--- src/hdl/pivr_pkg.sv ---
// Shared types and constants of the PI velocity regulator.
package pivr_pkg;

  // Q0.32 time step width and the divider that produces it
  localparam int TS_W              = 32;
  localparam int DIV_BITS_PER_STEP = 2;
  localparam int DIV_STEPS         = TS_W / DIV_BITS_PER_STEP;
  localparam int DIV_CNT_W         = $clog2(DIV_STEPS);

  // Configuration port
  localparam int CFG_IDX_W  = 8;
  localparam int CFG_DATA_W = 32;

  localparam logic [CFG_IDX_W-1:0] REG_PROP_GAIN   = 8'd0;
  localparam logic [CFG_IDX_W-1:0] REG_INTEG_GAIN  = 8'd1;
  localparam logic [CFG_IDX_W-1:0] REG_RAMP_LIMIT  = 8'd2;
  localparam logic [CFG_IDX_W-1:0] REG_DRIVE_LIMIT = 8'd3;

  localparam logic [31:0] PROP_GAIN_RST   = 32'd5243;
  localparam logic [31:0] INTEG_GAIN_RST  = 32'd6554;
  localparam logic [30:0] RAMP_LIMIT_RST  = 31'd6553600;
  localparam logic [30:0] DRIVE_LIMIT_RST = 31'd786432;

  // Controller states
  typedef enum logic [3:0] {
    ST_IDLE,
    ST_TICKS,
    ST_DIV,
    ST_MUL_P,
    ST_MUL_I,
    ST_MUL_ALO,
    ST_MUL_AHI,
    ST_MUL_RAMP,
    ST_INTEG,
    ST_SUM,
    ST_DELTA,
    ST_OUT
  } ctrl_state_t;

  // Datapath operations, one per cycle
  typedef enum logic [3:0] {
    OP_NONE,
    OP_TICKS,
    OP_DIV,
    OP_MUL_P,
    OP_MUL_I,
    OP_MUL_ALO,
    OP_MUL_AHI,
    OP_MUL_RAMP,
    OP_INTEG,
    OP_SUM,
    OP_DELTA,
    OP_OUT
  } dp_op_t;

  typedef struct packed {
    logic   load;   // latch the accepted input word
    dp_op_t op;
  } dp_cmd_t;

  typedef struct packed {
    logic out_free; // output register can take a word this cycle
    logic out_busy; // output register holds a word
  } dp_status_t;

endpackage

--- src/hdl/pivr_ctrl.sv ---
// Sequencer of the PI velocity regulator: steps the datapath through one update.
module pivr_ctrl (
  input  logic                 clk,
  input  logic                 rst_n,
  input  logic                 in_tvalid,
  output logic                 in_tready,
  input  pivr_pkg::dp_status_t status,
  output pivr_pkg::dp_cmd_t    cmd
);

  pivr_pkg::ctrl_state_t state_r, state_nxt;
  logic [pivr_pkg::DIV_CNT_W-1:0] div_cnt_r, div_cnt_nxt;

  // State and step counter
  always_ff @(posedge clk) begin
    if (!rst_n) begin
      state_r   <= pivr_pkg::ST_IDLE;
      div_cnt_r <= '0;
    end else begin
      state_r   <= state_nxt;
      div_cnt_r <= div_cnt_nxt;
    end
  end

  // Next state and commands
  always_comb begin
    state_nxt   = state_r;
    div_cnt_nxt = div_cnt_r;
    in_tready   = 1'b0;
    cmd.load    = 1'b0;
    cmd.op      = pivr_pkg::OP_NONE;
    unique case (state_r)
      pivr_pkg::ST_IDLE: begin
        in_tready = 1'b1;
        if (in_tvalid) begin
          cmd.load  = 1'b1;
          state_nxt = pivr_pkg::ST_TICKS;
        end
      end
      pivr_pkg::ST_TICKS: begin
        cmd.op      = pivr_pkg::OP_TICKS;
        div_cnt_nxt = '0;
        state_nxt   = pivr_pkg::ST_DIV;
      end
      pivr_pkg::ST_DIV: begin
        cmd.op      = pivr_pkg::OP_DIV;
        div_cnt_nxt = div_cnt_r + 1'b1;
        if (div_cnt_r == pivr_pkg::DIV_CNT_W'(pivr_pkg::DIV_STEPS - 1)) begin
          state_nxt = pivr_pkg::ST_MUL_P;
        end
      end
      pivr_pkg::ST_MUL_P: begin
        cmd.op    = pivr_pkg::OP_MUL_P;
        state_nxt = pivr_pkg::ST_MUL_I;
      end
      pivr_pkg::ST_MUL_I: begin
        cmd.op    = pivr_pkg::OP_MUL_I;
        state_nxt = pivr_pkg::ST_MUL_ALO;
      end
      pivr_pkg::ST_MUL_ALO: begin
        cmd.op    = pivr_pkg::OP_MUL_ALO;
        state_nxt = pivr_pkg::ST_MUL_AHI;
      end
      pivr_pkg::ST_MUL_AHI: begin
        cmd.op    = pivr_pkg::OP_MUL_AHI;
        state_nxt = pivr_pkg::ST_MUL_RAMP;
      end
      pivr_pkg::ST_MUL_RAMP: begin
        cmd.op    = pivr_pkg::OP_MUL_RAMP;
        state_nxt = pivr_pkg::ST_INTEG;
      end
      pivr_pkg::ST_INTEG: begin
        cmd.op    = pivr_pkg::OP_INTEG;
        state_nxt = pivr_pkg::ST_SUM;
      end
      pivr_pkg::ST_SUM: begin
        cmd.op    = pivr_pkg::OP_SUM;
        state_nxt = pivr_pkg::ST_DELTA;
      end
      pivr_pkg::ST_DELTA: begin
        cmd.op    = pivr_pkg::OP_DELTA;
        state_nxt = pivr_pkg::ST_OUT;
      end
      pivr_pkg::ST_OUT: begin
        // hold until the output register frees up
        if (status.out_free) begin
          cmd.op    = pivr_pkg::OP_OUT;
          state_nxt = pivr_pkg::ST_IDLE;
        end
      end
      default: begin
        state_nxt = pivr_pkg::ST_IDLE;
      end
    endcase
  end

endmodule

--- config.mk ---
export PLATFORM = sky130hd
export DESIGN_NAME = pivr_ctrl
export DESIGN_NICKNAME = d
export VERILOG_FILES = /design/src/hdl/pivr_pkg.sv /design/src/hdl/pivr_ctrl.sv
export SDC_FILE = /design/constraint.sdc
export NUM_CORES = 1
export LEC_CHECK = 0
export BUFFER_PORTS_ARGS = -buffer_cell sky130_fd_sc_hd__buf_2
export CAP_MARGIN = 30
export CORE_AREA = 10 10 47 49
export DETAILED_ROUTE_END_ITERATION = 7
export DIE_AREA = 0 0 57 59
export PLACE_DENSITY = 0.66
export SYNTH_ARGS = -nofsm -noshare
export SYNTH_HDL_FRONTEND = slang
export SYNTH_SLANG_ARGS = --single-unit
--- constraint.sdc ---
create_clock -name clk -period 2.7 [get_ports clk]
set_input_delay 0.81 -clock clk [delete_from_list [all_inputs] [get_ports clk]]
set_output_delay 0.81 -clock clk [all_outputs]
set_load 0.01 [all_outputs]
==> impl_metrics.toml, run 1 <==
[clock_network]
cts.htree.levels = 1
cts_hold_buf = 0
cts_tree = "done"
ctsLongestPathBuffers = 2
cts-root-buf = "clkbuf_4"
clkSinkCount = 8
cts_buffers = 3
cts_resized = 0
clkTransAtPathRegs_ns = 0.06
cts_post_setup_buffers_inserted = 0
clk_latency_ns = 0.25

[timing]
max-slew-margin-rel = 0.762
setup_viol = 0
final.setup_skew_ns = 0.00950
tns_ns = 0
holdWs_ns = 0.444
period_needed_ns = 2.41
clock.fmax_mhz = 415
max_slew.worst_pin.slew_ns = 0.348
slew_violations = 0
rsz0062_at_grt = "no"
finalCritPeriodShare = 0.892
hold_viol_final = 0

[floorplanning]
ios = 11
chipHeight_um = 59
die_w_um = 57
initial_core_util = 0.422
fp-row-count = 14
core_area_um2 = 1400
die-area_um2 = 3360

[power_and_ir_drop]
p_per_area_nw_per_um2 = 803
p_leak_uw = 0.000308
vdd_drop_max_mv = 0.423

[global_route]
grt_pass1_vias = 550
grt_usage = 0.0841
grt_pass1_wl_um = 2320
grt_overflow_total = 0
grt_max_degree = 12
antenna_found_initial = 0

[placement]
post_dp_cell_area_um2 = 634
io_buffers = 9
globalplace.congestion = 0.759
place_hpwl_um = 951

[synth]
yosysSeqAreaShare = 0.271
synth-seq-cells = 8
synth_top_area_cell = "dfxtp_1"
syn_area_per_cell_um2 = 8.22
synth_cell_types = 34
synth_area_leaders = "dfxtp_1, ha_1, a21oi_1, nor2_1, mux2i_1"
yosysTopAreaCellShare = 0.271
synth_nets = 82
syn-cell-area_um2 = 592
synthCells = 72
synthesis.yosys.warnings = 0

[worst_setup_path]
cp_max_fo = 9
critPathKind = "reg -> out"
cp.required_ns = 1.89
endpoint_kind = "output pin"
start_kind = "flip-flop"
cp.arrival_ns = 1.60

[routing]
viasPerCell = 5.68
wirelength_um = 1220
drcViolationCount = 0
ant_nets = 0
avgRoutedWirePerCell_um = 12.6
vias = 551
drt-pass1-iter-count = 4
drt_iter0_markers = 8

[final_layout]
n_antenna_cell = 0
nets = 93
stdcell_area_um2 = 657
drive_gt1_frac = 0.198
syn2layout_area_growth_pct = 11.0

[hold_path]
min_path_type = "reg -> reg"

[run_status]
status = "completed"

[job]
cap_viol_max_count = 0
[Yosys cell counts]
cell / number
a2111oi_0: 1
a211oi_1: 1
a21o_1: 1
a21oi_1: 11
a22oi_1: 1
and2_1: 1
and3_1: 2
and3b_1: 1
buf_4: 1
buf_6: 1
clkbuf_1: 1
dfxtp_1: 8
ha_1: 5
inv_1: 4
mux2i_1: 2
nand2_1: 3
nand2b_1: 1
nand3_1: 1
nand3b_2: 1
nor2_1: 6
nor2b_1: 1
nor3_1: 3
nor3b_2: 1
o211a_1: 1
o21a_1: 1
o21ai_0: 2
o21ai_1: 2
o21ai_2: 1
o311a_1: 1
o311ai_1: 1
o31ai_1: 1
or3_1: 2
or4b_4: 1
xor2_1: 1
[stage by stage]
| step | utilization | instances | total power (uW) | setup slack, ns |
|---|---|---|---|---|
| after CTS | 0.469 | 97 | 535 | 0.279 |
| final | 0.469 | 97 | 527 | 0.292 |
| after global placement | 0.453 | 94 | 441 | 0.341 |
| after detailed placement | 0.453 | 94 | 443 | 0.327 |
| after global routing | 0.469 | 97 | 586 | 0.128 |
| after floorplan | - | 72 | 394 | 0.598 |
[metal layers]
layer	GRT usage	wire, um	vias up
met5	0	0	-
met4	0.0201	0	0
met3	0.0472	74	0
met2	0.136	588	12
met1	0.0935	561	254
li1	-	-	285
[state kept, by name, summed over array words and instances, names as in the netlist]
register   count
div_cnt_r      4
state_r        4
[cell usage in the layout (no fill, tap or decap), types with 2 or more instances in the layout]
cell,netlist,final
or3_1,2,2
o21ai_0,2,2
buf_2,0,9
nor3_1,3,3
nor2_1,6,6
o21ai_1,2,2
a21oi_1,11,11
clkbuf_4,0,3
dfxtp_1,8,8
inv_1,4,4
ha_1,5,5
nand2_1,3,3
and3_1,2,2
mux2i_1,2,2
[cell families after synthesis]
kind of cell	after synthesis	share of synthesized area
compound gates	25	0.269
xor+xnor	1	0.0148
fa+ha+maj	5	0.106
buf+inv	7	0.0634
flops	8	0.271
mux	2	0.0338
simple gates	24	0.243
[where the power goes]
part	switching, uW	internal [uW]
clock	37.9	50.7
sequential	41.7	139
combinational	140	117
total	220	307
[final timing paths]
kind	cells past startpoint	slack (ns)	end	start
worst min register to register	1	0.44	div_cnt_r[3]$_SDFFE_PN0P_	div_cnt_r[3]$_SDFFE_PN0P_
worst max register to register	6	1.02	state_r[0]$_SDFFE_PN0P_	state_r[2]$_SDFFE_PN0P_
worst max-delay path	6	0.29	cmd[1]	state_r[2]$_SDFFE_PN0P_
worst min-delay path	1	0.44	div_cnt_r[3]$_SDFFE_PN0P_	div_cnt_r[3]$_SDFFE_PN0P_
[worst max-delay path, cell delays in order, from the launching register on]
cell     delay [ns]
dfxtp_1        0.35
inv_1          0.08
ha_1           0.30
a21oi_1        0.18
a21oi_1        0.09
o211a_1        0.21
buf_2          0.14
[final cells by class]
| cell class | count | area [um2] |
|---|---|---|
| clock buffer | 3 | 22.5 |
| fill | 150 | 744 |
| inverter | 4 | 15.0 |
| multi-input combinational | 57 | 394 |
| sequential | 8 | 160 |
| tap | 16 | 20.0 |
| timing repair buffer | 9 | 45.0 |
Power figures use the tool's default switching activity.
==> run 2, diff against run 1 <==
SLEW_MARGIN = 20   (was default)
clock period = 3 ns   (was 2.7 ns; I/O delays follow)
==> impl_metrics.toml, run 2 (synthesized netlist as in run 1, its figures left out) <==
[run_status]
status = "completed"

[floorplanning]
initial_core_util = 0.422
ios = 11
die_w_um = 57
fp-row-count = 14
die-area_um2 = 3360
chipHeight_um = 59
core_area_um2 = 1400

[timing]
final.setup_skew_ns = 0.0104
setup_viol = 0
slew_violations = 0
tns_ns = 0
period_needed_ns = 2.56
holdWs_ns = 0.453
rsz0062_at_grt = "no"
clock.fmax_mhz = 391
max_slew.worst_pin.slew_ns = 0.354
finalCritPeriodShare = 0.853
hold_viol_final = 0
max-slew-margin-rel = 0.758

[global_route]
grt_util_met2 = 0.122
grt_pass1_vias = 506
grt_overflow_total = 0
grt_usage = 0.0776
grt_max_degree = 12
grt.met1_usage = 0.0898
grt_pass1_wl_um = 2140
grt_busiest_layer = "met2"
antenna_found_initial = 0
met3_usage = 0.0472

[power_and_ir_drop]
p_leak_uw = 0.000308
power_frac_clock = 0.170
power_frac_comb = 0.486
vdd_drop_max_mv = 0.355
p_per_area_nw_per_um2 = 727
intPower_uw = 277
p_switching_uw = 201
p_seq_frac = 0.344
switching_share = 0.421

[worst_setup_path]
start_kind = "primary input"
critPathKind = "in -> out"
cp.arrival_ns = 1.66
cp.required_ns = 2.10
endpoint_kind = "output pin"
cp_max_fo = 4
regToRegSetupSlack_ns = 1.33

[routing]
drt_iter0_markers = 11
vias = 542
avgRoutedWirePerCell_um = 12.5
wirelength_um = 1220
drt-pass1-iter-count = 4
drcViolationCount = 0
viasPerCell = 5.59
ant_nets = 0

[placement]
place_hpwl_um = 951
post_dp_cell_area_um2 = 634
globalplace.congestion = 0.753
io_buffers = 9
dp.cells = 94

[hold_path]
min_path_type = "reg -> reg"

[final_layout]
reg_top3 = "div_cnt_r: 4 flops, state_r: 4 flops"
n_antenna_cell = 0
nets = 93
final_common_cell = "a21oi_1"
drive_gt1_frac = 0.198
stdcell_area_um2 = 657
syn2layout_area_growth_pct = 11.0
final_core_util = 0.469
final_cell_mix = "a21oi_1, buf_2, dfxtp_1"
final-instance-count-excl-fill = 97

[clock_network]
clkSinkCount = 8
cts_tree = "done"
clk_latency_ns = 0.26
cts-root-buf = "clkbuf_4"
cts_hold_buf = 0
cts_resized = 0
clkTransAtPathRegs_ns = 0.06
cts.htree.levels = 1
cts_post_setup_buffers_inserted = 0
cts_buffers = 3
ctsLongestPathBuffers = 2

[job]
cap_viol_max_count = 0
## run 2: cell counts in the layout (fill, tap and decap cells not counted)
Identical to the previous run, type by type.
## run 2: worst paths after layout
check                                               start  cells after the start                   endpoint
worst max-delay path                            status[1]                      6                     cmd[0]
worst min-delay path            div_cnt_r[3]$_SDFFE_PN0P_                      1  div_cnt_r[3]$_SDFFE_PN0P_
worst max register to register    state_r[2]$_SDFFE_PN0P_                      6    state_r[0]$_SDFFE_PN0P_
worst min register to register  div_cnt_r[3]$_SDFFE_PN0P_                      1  div_cnt_r[3]$_SDFFE_PN0P_
## run 2: routing by layer
metal | wire [um] | part of all wire | up-vias
li1 | - | - | 282
met1 | 577 | 0.47 | 251
met2 | 570 | 0.47 | 9
met4 | 0 | 0 | 0
met3 | 66 | 0.054 | 0
met5 | 0 | 0 | -
## run 2: per-stage QoR
| stage | power (uW) | setup slack [ns] |
|---|---|---|
| 6_report | 478 | 0.442 |
| 5_1_grt | 527 | 0.375 |
| 4_1_cts | 483 | 0.436 |
| 3_5_place_dp | 400 | 0.437 |
| 3_3_place_gp | 397 | 0.461 |
| 2_1_floorplan | 355 | 0.718 |
## run 2: power by group through the flow
| stage | Sequential (uW) | Clock [uW] | Combinational [uW] |
|---|---|---|---|
| finish | 164 | 81.1 | 232 |
| global route | 170 | 91.4 | 266 |
| CTS | 163 | 85.3 | 234 |
| detailed placement | 166 | 0 | 233 |
| global placement | 165 | 0 | 232 |
| floorplan | 136 | 0 | 218 |
## run 2: critical path: stages
cell and delay [ns]:
buf_2 0.12, nand2b_1 0.13, a21o_1 0.18, a21oi_1 0.14, nor2_1 0.05, buf_2 0.13
## run 2: area by class of cell
cell class / count / area [um2]
clock buffer: 3 / 22.5
fill: 154 / 744
inverter: 4 / 15.0
multi-input combinational: 57 / 394
sequential: 8 / 160
tap: 16 / 20.0
timing repair buffer: 9 / 45.0
