`src/hdl/pivr_pkg.sv`:
```
// Shared types and constants of the PI velocity regulator.
package pivr_pkg;

  // Q0.32 time step width and the divider that produces it
  localparam int TS_W              = 32;
  localparam int DIV_BITS_PER_STEP = 2;
  localparam int DIV_STEPS         = TS_W / DIV_BITS_PER_STEP;
  localparam int DIV_CNT_W         = $clog2(DIV_STEPS);

  // Configuration port
  localparam int CFG_IDX_W  = 8;
  localparam int CFG_DATA_W = 32;

  localparam logic [CFG_IDX_W-1:0] REG_PROP_GAIN   = 8'd0;
  localparam logic [CFG_IDX_W-1:0] REG_INTEG_GAIN  = 8'd1;
  localparam logic [CFG_IDX_W-1:0] REG_RAMP_LIMIT  = 8'd2;
  localparam logic [CFG_IDX_W-1:0] REG_DRIVE_LIMIT = 8'd3;

  localparam logic [31:0] PROP_GAIN_RST   = 32'd5243;
  localparam logic [31:0] INTEG_GAIN_RST  = 32'd6554;
  localparam logic [30:0] RAMP_LIMIT_RST  = 31'd6553600;
  localparam logic [30:0] DRIVE_LIMIT_RST = 31'd786432;

  // Controller states
  typedef enum logic [3:0] {
    ST_IDLE,
    ST_TICKS,
    ST_DIV,
    ST_MUL_P,
    ST_MUL_I,
    ST_MUL_ALO,
    ST_MUL_AHI,
    ST_MUL_RAMP,
    ST_INTEG,
    ST_SUM,
    ST_DELTA,
    ST_OUT
  } ctrl_state_t;

  // Datapath operations, one per cycle
  typedef enum logic [3:0] {
    OP_NONE,
    OP_TICKS,
    OP_DIV,
    OP_MUL_P,
    OP_MUL_I,
    OP_MUL_ALO,
    OP_MUL_AHI,
    OP_MUL_RAMP,
    OP_INTEG,
    OP_SUM,
    OP_DELTA,
    OP_OUT
  } dp_op_t;

  typedef struct packed {
    logic   load;   // latch the accepted input word
    dp_op_t op;
  } dp_cmd_t;

  typedef struct packed {
    logic out_free; // output register can take a word this cycle
    logic out_busy; // output register holds a word
  } dp_status_t;

endpackage

```
`src/hdl/pivr_dp.sv`:
```
// Datapath of the PI velocity regulator: time step divider, shared multiplier,
// clamps, slope limit, loop state and output register.
module pivr_dp #(
  parameter int TICKS_PER_US = 9,
  parameter int TIMER_BITS   = 24
) (
  input  logic                  clk,
  input  logic                  rst_n,
  input  pivr_pkg::dp_cmd_t     cmd,
  output pivr_pkg::dp_status_t  status,
  input  logic signed [31:0]    speed_error,
  input  logic [TIMER_BITS-1:0] tick_now,
  input  logic [31:0]           prop_gain,
  input  logic [31:0]           integ_gain,
  input  logic [30:0]           ramp_limit,
  input  logic [30:0]           drive_limit,
  output logic                  out_tvalid,
  input  logic                  out_tready,
  output logic signed [31:0]    drive_out
);

  localparam int          TS_W    = pivr_pkg::TS_W;
  localparam int unsigned DIVISOR = TICKS_PER_US * 1000000;
  localparam int          DW      = $clog2(DIVISOR) + 1;
  localparam int          RAW_W   = TIMER_BITS + 1;

  localparam logic [DW-1:0]         DIV_C  = DW'(DIVISOR);
  localparam logic [33:0]           N_MAX  = 34'(500000 * TICKS_PER_US);
  localparam logic [33:0]           N_DEF  = 34'(1000 * TICKS_PER_US);
  localparam logic [TIMER_BITS-1:0] T_MASK = '1;

  // Clamp a wide signed value to +-lim
  function automatic logic signed [31:0] clamp_sym(input logic signed [48:0] v,
                                                   input logic [30:0] lim);
    logic signed [48:0] hi;
    hi = signed'({18'b0, lim});
    if (v > hi) begin
      return 32'(hi);
    end else if (v < -hi) begin
      return 32'(-hi);
    end
    return 32'(v);
  endfunction

  // Input word
  logic signed [31:0]    err_r, err_nxt;
  logic [TIMER_BITS-1:0] now_r, now_nxt;
  // Loop state
  logic signed [31:0]    integ_acc_r, integ_acc_nxt;
  logic signed [31:0]    last_err_r, last_err_nxt;
  logic signed [31:0]    last_out_r, last_out_nxt;
  logic [TIMER_BITS-1:0] last_tick_r, last_tick_nxt;
  // Operands
  logic [31:0]           err_mag_r, err_mag_nxt;
  logic                  err_neg_r, err_neg_nxt;
  logic [32:0]           esum_mag_r, esum_mag_nxt;
  logic                  esum_neg_r, esum_neg_nxt;
  // Divider
  logic [DW-1:0]         rem_r, rem_nxt;
  logic [TS_W-1:0]       ts_r, ts_nxt;
  // Multiplier and partial results
  logic [63:0]           prod_r, prod_nxt;
  logic [31:0]           a_hi_r, a_hi_nxt;
  logic [63:0]           lo_r, lo_nxt;
  logic [46:0]           imag_r, imag_nxt;
  logic signed [48:0]    prop_s_r, prop_s_nxt;
  logic [30:0]           step_r, step_nxt;
  logic signed [31:0]    integ_r, integ_nxt;
  logic signed [31:0]    sum_r, sum_nxt;
  logic signed [32:0]    delta_r, delta_nxt;
  // Output register
  logic                  out_valid_r, out_valid_nxt;
  logic signed [31:0]    out_data_r, out_data_nxt;

  logic [32:0]           op_a;
  logic [31:0]           op_b;
  logic [63:0]           mul_prod;

  // Elapsed ticks
  logic [RAW_W-1:0]      raw_n;
  logic                  n_ok;
  // Tustin error sum
  logic signed [32:0]    esum;
  // Integral increment alignment
  logic [95:0]           imag_full;
  // Slope limit
  logic signed [33:0]    step_s;
  logic signed [33:0]    delta_x;
  logic signed [33:0]    res_up;
  logic signed [33:0]    res_dn;
  // Divider steps
  logic [DW-1:0]         div_rem;
  logic [TS_W-1:0]       div_q;
  logic [DW-1:0]         div_sh;
  logic                  div_ge;

  assign status.out_free = !out_valid_r || out_tready;
  assign status.out_busy = out_valid_r;
  assign out_tvalid      = out_valid_r;
  assign drive_out       = out_data_r;

  // Shared multiplier operand select
  always_comb begin
    op_a = '0;
    op_b = '0;
    case (cmd.op)
      pivr_pkg::OP_MUL_P: begin
        op_a = {1'b0, err_mag_r};
        op_b = prop_gain;
      end
      pivr_pkg::OP_MUL_I: begin
        op_a = esum_mag_r;
        op_b = integ_gain;
      end
      pivr_pkg::OP_MUL_ALO: begin
        op_a = {1'b0, prod_r[31:0]};
        op_b = ts_r;
      end
      pivr_pkg::OP_MUL_AHI: begin
        op_a = {1'b0, a_hi_r};
        op_b = ts_r;
      end
      pivr_pkg::OP_MUL_RAMP: begin
        op_a = {2'b0, ramp_limit};
        op_b = ts_r;
      end
      default: begin
        op_a = '0;
        op_b = '0;
      end
    endcase
  end

  assign mul_prod = {31'b0, op_a} * {32'b0, op_b};

  // Elapsed ticks since the previous word, with wrap
  always_comb begin
    if (now_r < last_tick_r) begin
      raw_n = {1'b0, last_tick_r} - {1'b0, now_r};
    end else begin
      raw_n = {1'b0, T_MASK} - {1'b0, now_r} + {1'b0, last_tick_r};
    end
    n_ok = (raw_n != '0) && (34'(raw_n) <= N_MAX);
  end

  assign esum      = {err_r[31], err_r} + {last_err_r[31], last_err_r};
  assign imag_full = {prod_r, 32'b0} + {32'b0, lo_r};
  assign step_s    = signed'({3'b0, step_r});
  assign delta_x   = 34'(delta_r);
  assign res_up    = 34'(last_out_r) + step_s;
  assign res_dn    = 34'(last_out_r) - step_s;

  // Restoring division, DIV_BITS_PER_STEP quotient bits per cycle
  always_comb begin
    div_rem = rem_r;
    div_q   = ts_r;
    div_sh  = '0;
    div_ge  = 1'b0;
    for (int i = 0; i < pivr_pkg::DIV_BITS_PER_STEP; i++) begin
      div_sh  = {div_rem[DW-2:0], 1'b0};
      div_ge  = div_sh >= DIV_C;
      div_rem = div_ge ? div_sh - DIV_C : div_sh;
      div_q   = {div_q[TS_W-2:0], div_ge};
    end
  end

  // Next values per operation
  always_comb begin
    err_nxt       = err_r;
    now_nxt       = now_r;
    integ_acc_nxt = integ_acc_r;
    last_err_nxt  = last_err_r;
    last_out_nxt  = last_out_r;
    last_tick_nxt = last_tick_r;
    err_mag_nxt   = err_mag_r;
    err_neg_nxt   = err_neg_r;
    esum_mag_nxt  = esum_mag_r;
    esum_neg_nxt  = esum_neg_r;
    rem_nxt       = rem_r;
    ts_nxt        = ts_r;
    prod_nxt      = prod_r;
    a_hi_nxt      = a_hi_r;
    lo_nxt        = lo_r;
    imag_nxt      = imag_r;
    prop_s_nxt    = prop_s_r;
    step_nxt      = step_r;
    integ_nxt     = integ_r;
    sum_nxt       = sum_r;
    delta_nxt     = delta_r;
    out_data_nxt  = out_data_r;
    out_valid_nxt = out_tready ? 1'b0 : out_valid_r;

    // latch the accepted word
    if (cmd.load) begin
      err_nxt = speed_error;
      now_nxt = tick_now;
    end

    unique case (cmd.op)
      pivr_pkg::OP_NONE: begin
      end
      pivr_pkg::OP_TICKS: begin
        // pick the step in ticks and prepare operand magnitudes
        rem_nxt       = n_ok ? DW'(raw_n) : DW'(N_DEF);
        ts_nxt        = '0;
        last_tick_nxt = now_r;
        err_neg_nxt   = err_r[31];
        err_mag_nxt   = err_r[31] ? 32'(-err_r) : 32'(err_r);
        esum_neg_nxt  = esum[32];
        esum_mag_nxt  = esum[32] ? 33'(-esum) : 33'(esum);
      end
      pivr_pkg::OP_DIV: begin
        rem_nxt = div_rem;
        ts_nxt  = div_q;
      end
      pivr_pkg::OP_MUL_P: begin
        prod_nxt = mul_prod;
      end
      pivr_pkg::OP_MUL_I: begin
        // proportional term, truncated toward zero
        prod_nxt   = mul_prod;
        prop_s_nxt = err_neg_r ? -signed'({1'b0, prod_r[63:16]})
                               : signed'({1'b0, prod_r[63:16]});
      end
      pivr_pkg::OP_MUL_ALO: begin
        prod_nxt = mul_prod;
        a_hi_nxt = prod_r[63:32];
      end
      pivr_pkg::OP_MUL_AHI: begin
        prod_nxt = mul_prod;
        lo_nxt   = prod_r;
      end
      pivr_pkg::OP_MUL_RAMP: begin
        // integral increment magnitude: product over 2^49
        prod_nxt = mul_prod;
        imag_nxt = imag_full[95:49];
      end
      pivr_pkg::OP_INTEG: begin
        step_nxt = prod_r[62:32];
        if (esum_neg_r) begin
          integ_nxt = clamp_sym(49'(integ_acc_r) - signed'({2'b0, imag_r}), drive_limit);
        end else begin
          integ_nxt = clamp_sym(49'(integ_acc_r) + signed'({2'b0, imag_r}), drive_limit);
        end
      end
      pivr_pkg::OP_SUM: begin
        sum_nxt = clamp_sym(prop_s_r + 49'(integ_r), drive_limit);
      end
      pivr_pkg::OP_DELTA: begin
        delta_nxt = 33'(sum_r) - 33'(last_out_r);
      end
      pivr_pkg::OP_OUT: begin
        // limit the slope, emit and advance the loop state
        if (delta_x > step_s) begin
          out_data_nxt = 32'(res_up);
        end else if (delta_x < -step_s) begin
          out_data_nxt = 32'(res_dn);
        end else begin
          out_data_nxt = sum_r;
        end
        last_out_nxt  = out_data_nxt;
        integ_acc_nxt = integ_r;
        last_err_nxt  = err_r;
        out_valid_nxt = 1'b1;
      end
      default: begin
      end
    endcase
  end

  // Control and loop state
  always_ff @(posedge clk) begin
    if (!rst_n) begin
      out_valid_r <= 1'b0;
      integ_acc_r <= '0;
      last_err_r  <= '0;
      last_out_r  <= '0;
      last_tick_r <= '0;
    end else begin
      out_valid_r <= out_valid_nxt;
      integ_acc_r <= integ_acc_nxt;
      last_err_r  <= last_err_nxt;
      last_out_r  <= last_out_nxt;
      last_tick_r <= last_tick_nxt;
    end
  end

  // Payload registers
  always_ff @(posedge clk) begin
    err_r      <= err_nxt;
    now_r      <= now_nxt;
    err_mag_r  <= err_mag_nxt;
    err_neg_r  <= err_neg_nxt;
    esum_mag_r <= esum_mag_nxt;
    esum_neg_r <= esum_neg_nxt;
    rem_r      <= rem_nxt;
    ts_r       <= ts_nxt;
    prod_r     <= prod_nxt;
    a_hi_r     <= a_hi_nxt;
    lo_r       <= lo_nxt;
    imag_r     <= imag_nxt;
    prop_s_r   <= prop_s_nxt;
    step_r     <= step_nxt;
    integ_r    <= integ_nxt;
    sum_r      <= sum_nxt;
    delta_r    <= delta_nxt;
    out_data_r <= out_data_nxt;
  end

endmodule
```
`config.mk`:
```
export PLATFORM = sky130hd
export DESIGN_NAME = pivr_dp
export DESIGN_NICKNAME = d
export VERILOG_FILES = /design/src/hdl/pivr_pkg.sv /design/src/hdl/pivr_dp.sv
export SDC_FILE = /design/constraint.sdc
export NUM_CORES = 2
export LEC_CHECK = 0
export BUFFER_PORTS_ARGS = -buffer_cell sky130_fd_sc_hd__buf_4
export CAP_MARGIN = 20
export CORE_ASPECT_RATIO = 1.5
export CORE_MARGIN = 5
export CORE_UTILIZATION = 45
export CTS_CLUSTER_SIZE = 20
export DETAILED_ROUTE_END_ITERATION = 8
export PLACE_DENSITY_LB_ADDON = 0.25
export SLEW_MARGIN = 20
export SYNTH_ARGS = -nofsm -noshare
export SYNTH_HDL_FRONTEND = slang
export SYNTH_SLANG_ARGS = --single-unit
export TNS_END_PERCENT = 1
```
`constraint.sdc`:
```
create_clock -name clk -period 13.15 [get_ports clk]
set_clock_uncertainty 0.05 [all_clocks]
set_input_delay 0.6575 -clock clk [delete_from_list [all_inputs] [get_ports clk]]
set_output_delay 0.6575 -clock clk [all_outputs]
set_load 0.005 [all_outputs]
```
==> impl_metrics.csv <==
group,metric,value,unit
floorplan,initial_core_util,45.1,%
pwr,p_switching,3.06,mW
clocking,cts.repair.resized,0,
floorplan,core-area,197000,um^2
critical_path,reg2reg_slack,2.70,ns
clocking,cts.sinks,684,
critical_path,startpoint,"cmd[3]",
detailed_routing,drc,0,
global_routing,grt_pass1_vias,79400,
logic_synthesis,syn_inst,10100,
clocking,cts-root-buf,"clkbuf_16",
critical_path,path_max_fanout,35,
place,gp_congestion,1.02,
detailed_routing,avgViaCountPerCell,6.00,
critical_path,path_buf_inv,8,
detailed_routing,wl,360000,um
place,dp_hpwl,295000,um
pwr,power_density,81.8,nW/um^2
logic_synthesis,synth_cell_types,106,
timing,fmax,90.5,MHz
global_routing,track_usage,34.0,%
critical_path,cp_common_cell,"fa_1",
global_routing,grt_pass1_wl,522000,um
critical_path,crit_family,"adder cells",
logic_synthesis,netlist_area,89100,um^2
critical_path,arrival,11.44,ns
run,drv_cap,0,
pwr,p_total,7.90,mW
clocking,worstSkewPairLatency,0.71,ns
floorplan,rows,200,
timing,worst_slew_pin_slew,1.23,ns
detailed_routing,first_iter_violations,5888,
critical_path,rr_startpoint,"esum_mag_r[12]",
critical_path,rr_worst_depth,29,
timing,slew-limit-headroom,17.5,%
timing,setup_viol,0,
cells_and_area,syn2layout_area_growth,8.49,%
pwr,share_seq_of_total_power,34.8,%
logic_synthesis,synth_warnings,0,
clocking,cts.clk_slew.worst_paths,0.06,ns
timing,final_max_slew_viol_count,0,
timing,hold_viol_final,0,
global_routing,antenna_found_initial,17,
global_routing,grt_max_degree,93,
logic_synthesis,synth_edf_count,563,
critical_path,critical_path_required,13.54,ns
floorplan,io_pins,225,
logic_synthesis,synth_area_per_cell,8.84,um^2
hold_path,hold_start,"speed_error[14]",
floorplan,die_y,555,um
cells_and_area,layout_common_cells,"inv_1, nand2_1, fa_1, nor2_1, ha_1",
timing,rsz0062_at_grt,"no",
cells_and_area,finalNetCount,12100,
logic_synthesis,async_flop_share,0,%
logic_synthesis,synth_ff_type,"edfxtp_1",
critical_path,endpoint_kind,"register",
clocking,cts_tree,"yes",
logic_synthesis,synth-seq-cells,684,
detailed_routing,antenna_left,0,
critical_path,r2r-end,"prod_r[63]",
critical_path,crit_type,"input port to register",
cells_and_area,nFillCells,18800,
hold_path,hp-class,"input port to register",
clocking,clockBufferDepth,3,
place,port_buffers,224,
pwr,intPower,4.85,mW
detailed_routing,post_drt_wl_per_cell,28.1,um
timing,finalCriticalPeriod,11.05,ns
outcome,status,"finished, final reports clean",
cells_and_area,layout_commonest_cell,"inv_1",
detailed_routing,firstDrtPassIters,6,
floorplan,die-area,207000,um^2
timing,setup_tns,0,ns
critical_path,cpPeakStageDelay,0.90,ns
cells_and_area,drive_above_1_share,6.67,%
pwr,swShare,38.7,%
critical_path,cpMaxStageDelayCell,"nor2_4",
logic_synthesis,yosysSeqAreaShare,21.7,%
clocking,cts_buffers,77,
pwr,p_leak,43.0,nW
clocking,hold_buffers,0,
logic_synthesis,syn_nets,12100,
pwr,pwr-share-clk,29.2,%
clocking,h-tree-depth,3,
detailed_routing,vias,76800,
global_routing,grt-ovfl-total,0,
pwr,p_comb_share,36.0,%
clocking,cts_setup_buffers,0,
critical_path,startpoint_type,"input port",
timing,final.period_utilization,84.1,%
floorplan,die_w,373,um
hold_path,hold_end,"err_r[14]",
pwr,peakVddDrop,0.0892,mV
hold_path,hold_path_depth,1,
-- routing by layer --
metal | global-route usage, % | routed length, um | vias to the layer above
met5 | 0 | 13 | -
met4 | 30.0 | 40400 | 2
met3 | 5.30 | 22800 | 1325
met2 | 58.5 | 173000 | 3347
met1 | 36.2 | 124000 | 37900
li1 | - | - | 34200
-- worst register-to-register path: cells and delay by family (launching register included) --
kind	cells	cell delay (ns)
flops	1	0.61
fa+ha+maj	9	4.15
xor+xnor	1	0.15
simple gates	4	1.15
buf+inv	7	1.05
compound gates	8	3.03
-- final cells by class --
| type | count | area, um^2 | share of cell area (%) |
|---|---|---|---|
| well taps | 2626 | 3290 | 3.40 |
| diodes | 13 | 32.5 | 0.0337 |
| multi-input cells | 7608 | 63200 | 65.4 |
| clock inverters | 47 | 631 | 0.653 |
| clock buffers | 94 | 2010 | 2.08 |
| repair buffers | 423 | 3220 | 3.33 |
| inverters | 1315 | 4940 | 5.12 |
| flip-flops and latches | 684 | 19300 | 20.0 |
-- registers in the layout, summed over array words and instances, names as in the netlist, 33 cells and up --
| signal | flops |
|---|---|
| esum_mag_r | 33 |
| prod_r | 64 |
| imag_r | 47 |
| prop_s_r | 49 |
| delta_r | 33 |
-- power groups by stage --
stage	logic (mW)	registers [mW]	clock network, mW
5_1_grt	3.07	2.75	2.44
2_1_floorplan	1.78	2.65	0
4_1_cts	2.80	2.74	2.35
6_report	2.84	2.75	2.31
3_5_place_dp	2.78	2.79	0
3_3_place_gp	2.75	2.79	0
-- synth_stat cells, types with 36 or more instances --
cell	number	share of area, %
o21a_1	102	0.86
a31oi_1	55	0.39
nand2b_1	84	0.59
nand4_1	151	1.1
a22oi_1	54	0.46
o21ai_0	307	1.7
fa_1	934	21
nor4_1	58	0.41
o21bai_1	58	0.49
inv_1	1304	5.5
a21oi_1	532	3.0
nor3_1	162	0.91
nand3_1	128	0.72
ha_1	892	13
edfxtp_1	563	19
clkbuf_1	405	1.7
mux2i_1	71	0.80
xor2_1	92	0.90
nor2_1	925	3.9
xnor2_1	389	3.8
and4_1	47	0.46
o22ai_1	41	0.29
o211ai_1	37	0.31
o31ai_1	75	0.63
and2_1	69	0.48
a21boi_0	131	1.1
o211a_1	36	0.40
or3_1	50	0.35
and3_1	48	0.34
nand2_1	1262	5.3
a211oi_1	43	0.36
dfxtp_1	121	2.7
a21o_1	216	1.8
nor2b_1	83	0.58
-- stage by stage --
step	area, um^2	setup slack, ns	hold WS (ns)	util [%]	std cells
2_1_floorplan	89100	1.79	0.397	-	10100
3_3_place_gp	93900	1.73	0.409	47.6	12700
3_5_place_dp	93900	1.61	0.415	47.6	12700
4_1_cts	96600	2.31	0.0156	48.9	12800
5_1_grt	96600	1.87	0.0351	48.9	12800
6_report	96600	2.10	0.0800	48.9	12800
-- cells by family after synthesis --
logic type                 synth area share [%]
DFF                                        21.7
muxes                                     0.823
adders and majority gates                  33.5
AOI/OAI and AO/OA                          15.4
buffers and inverters                      7.61
and+or+nand+nor                            16.2
xor gates and xnor gates                   4.73
-- how the worst max path moves through the flow --
stage / endpoint / slack, ns / cells past startpoint
2_1_floorplan: prod_r[63] / 1.79 / 35
3_3_place_gp: prod_r[63] / 1.73 / 31
3_5_place_dp: prod_r[63] / 1.61 / 31
4_1_cts: prod_r[63] / 2.31 / 31
5_1_grt: prod_r[63] / 1.87 / 31
6_report: prod_r[63] / 2.10 / 31
Note: power is estimated with default switching activity, not from simulation.
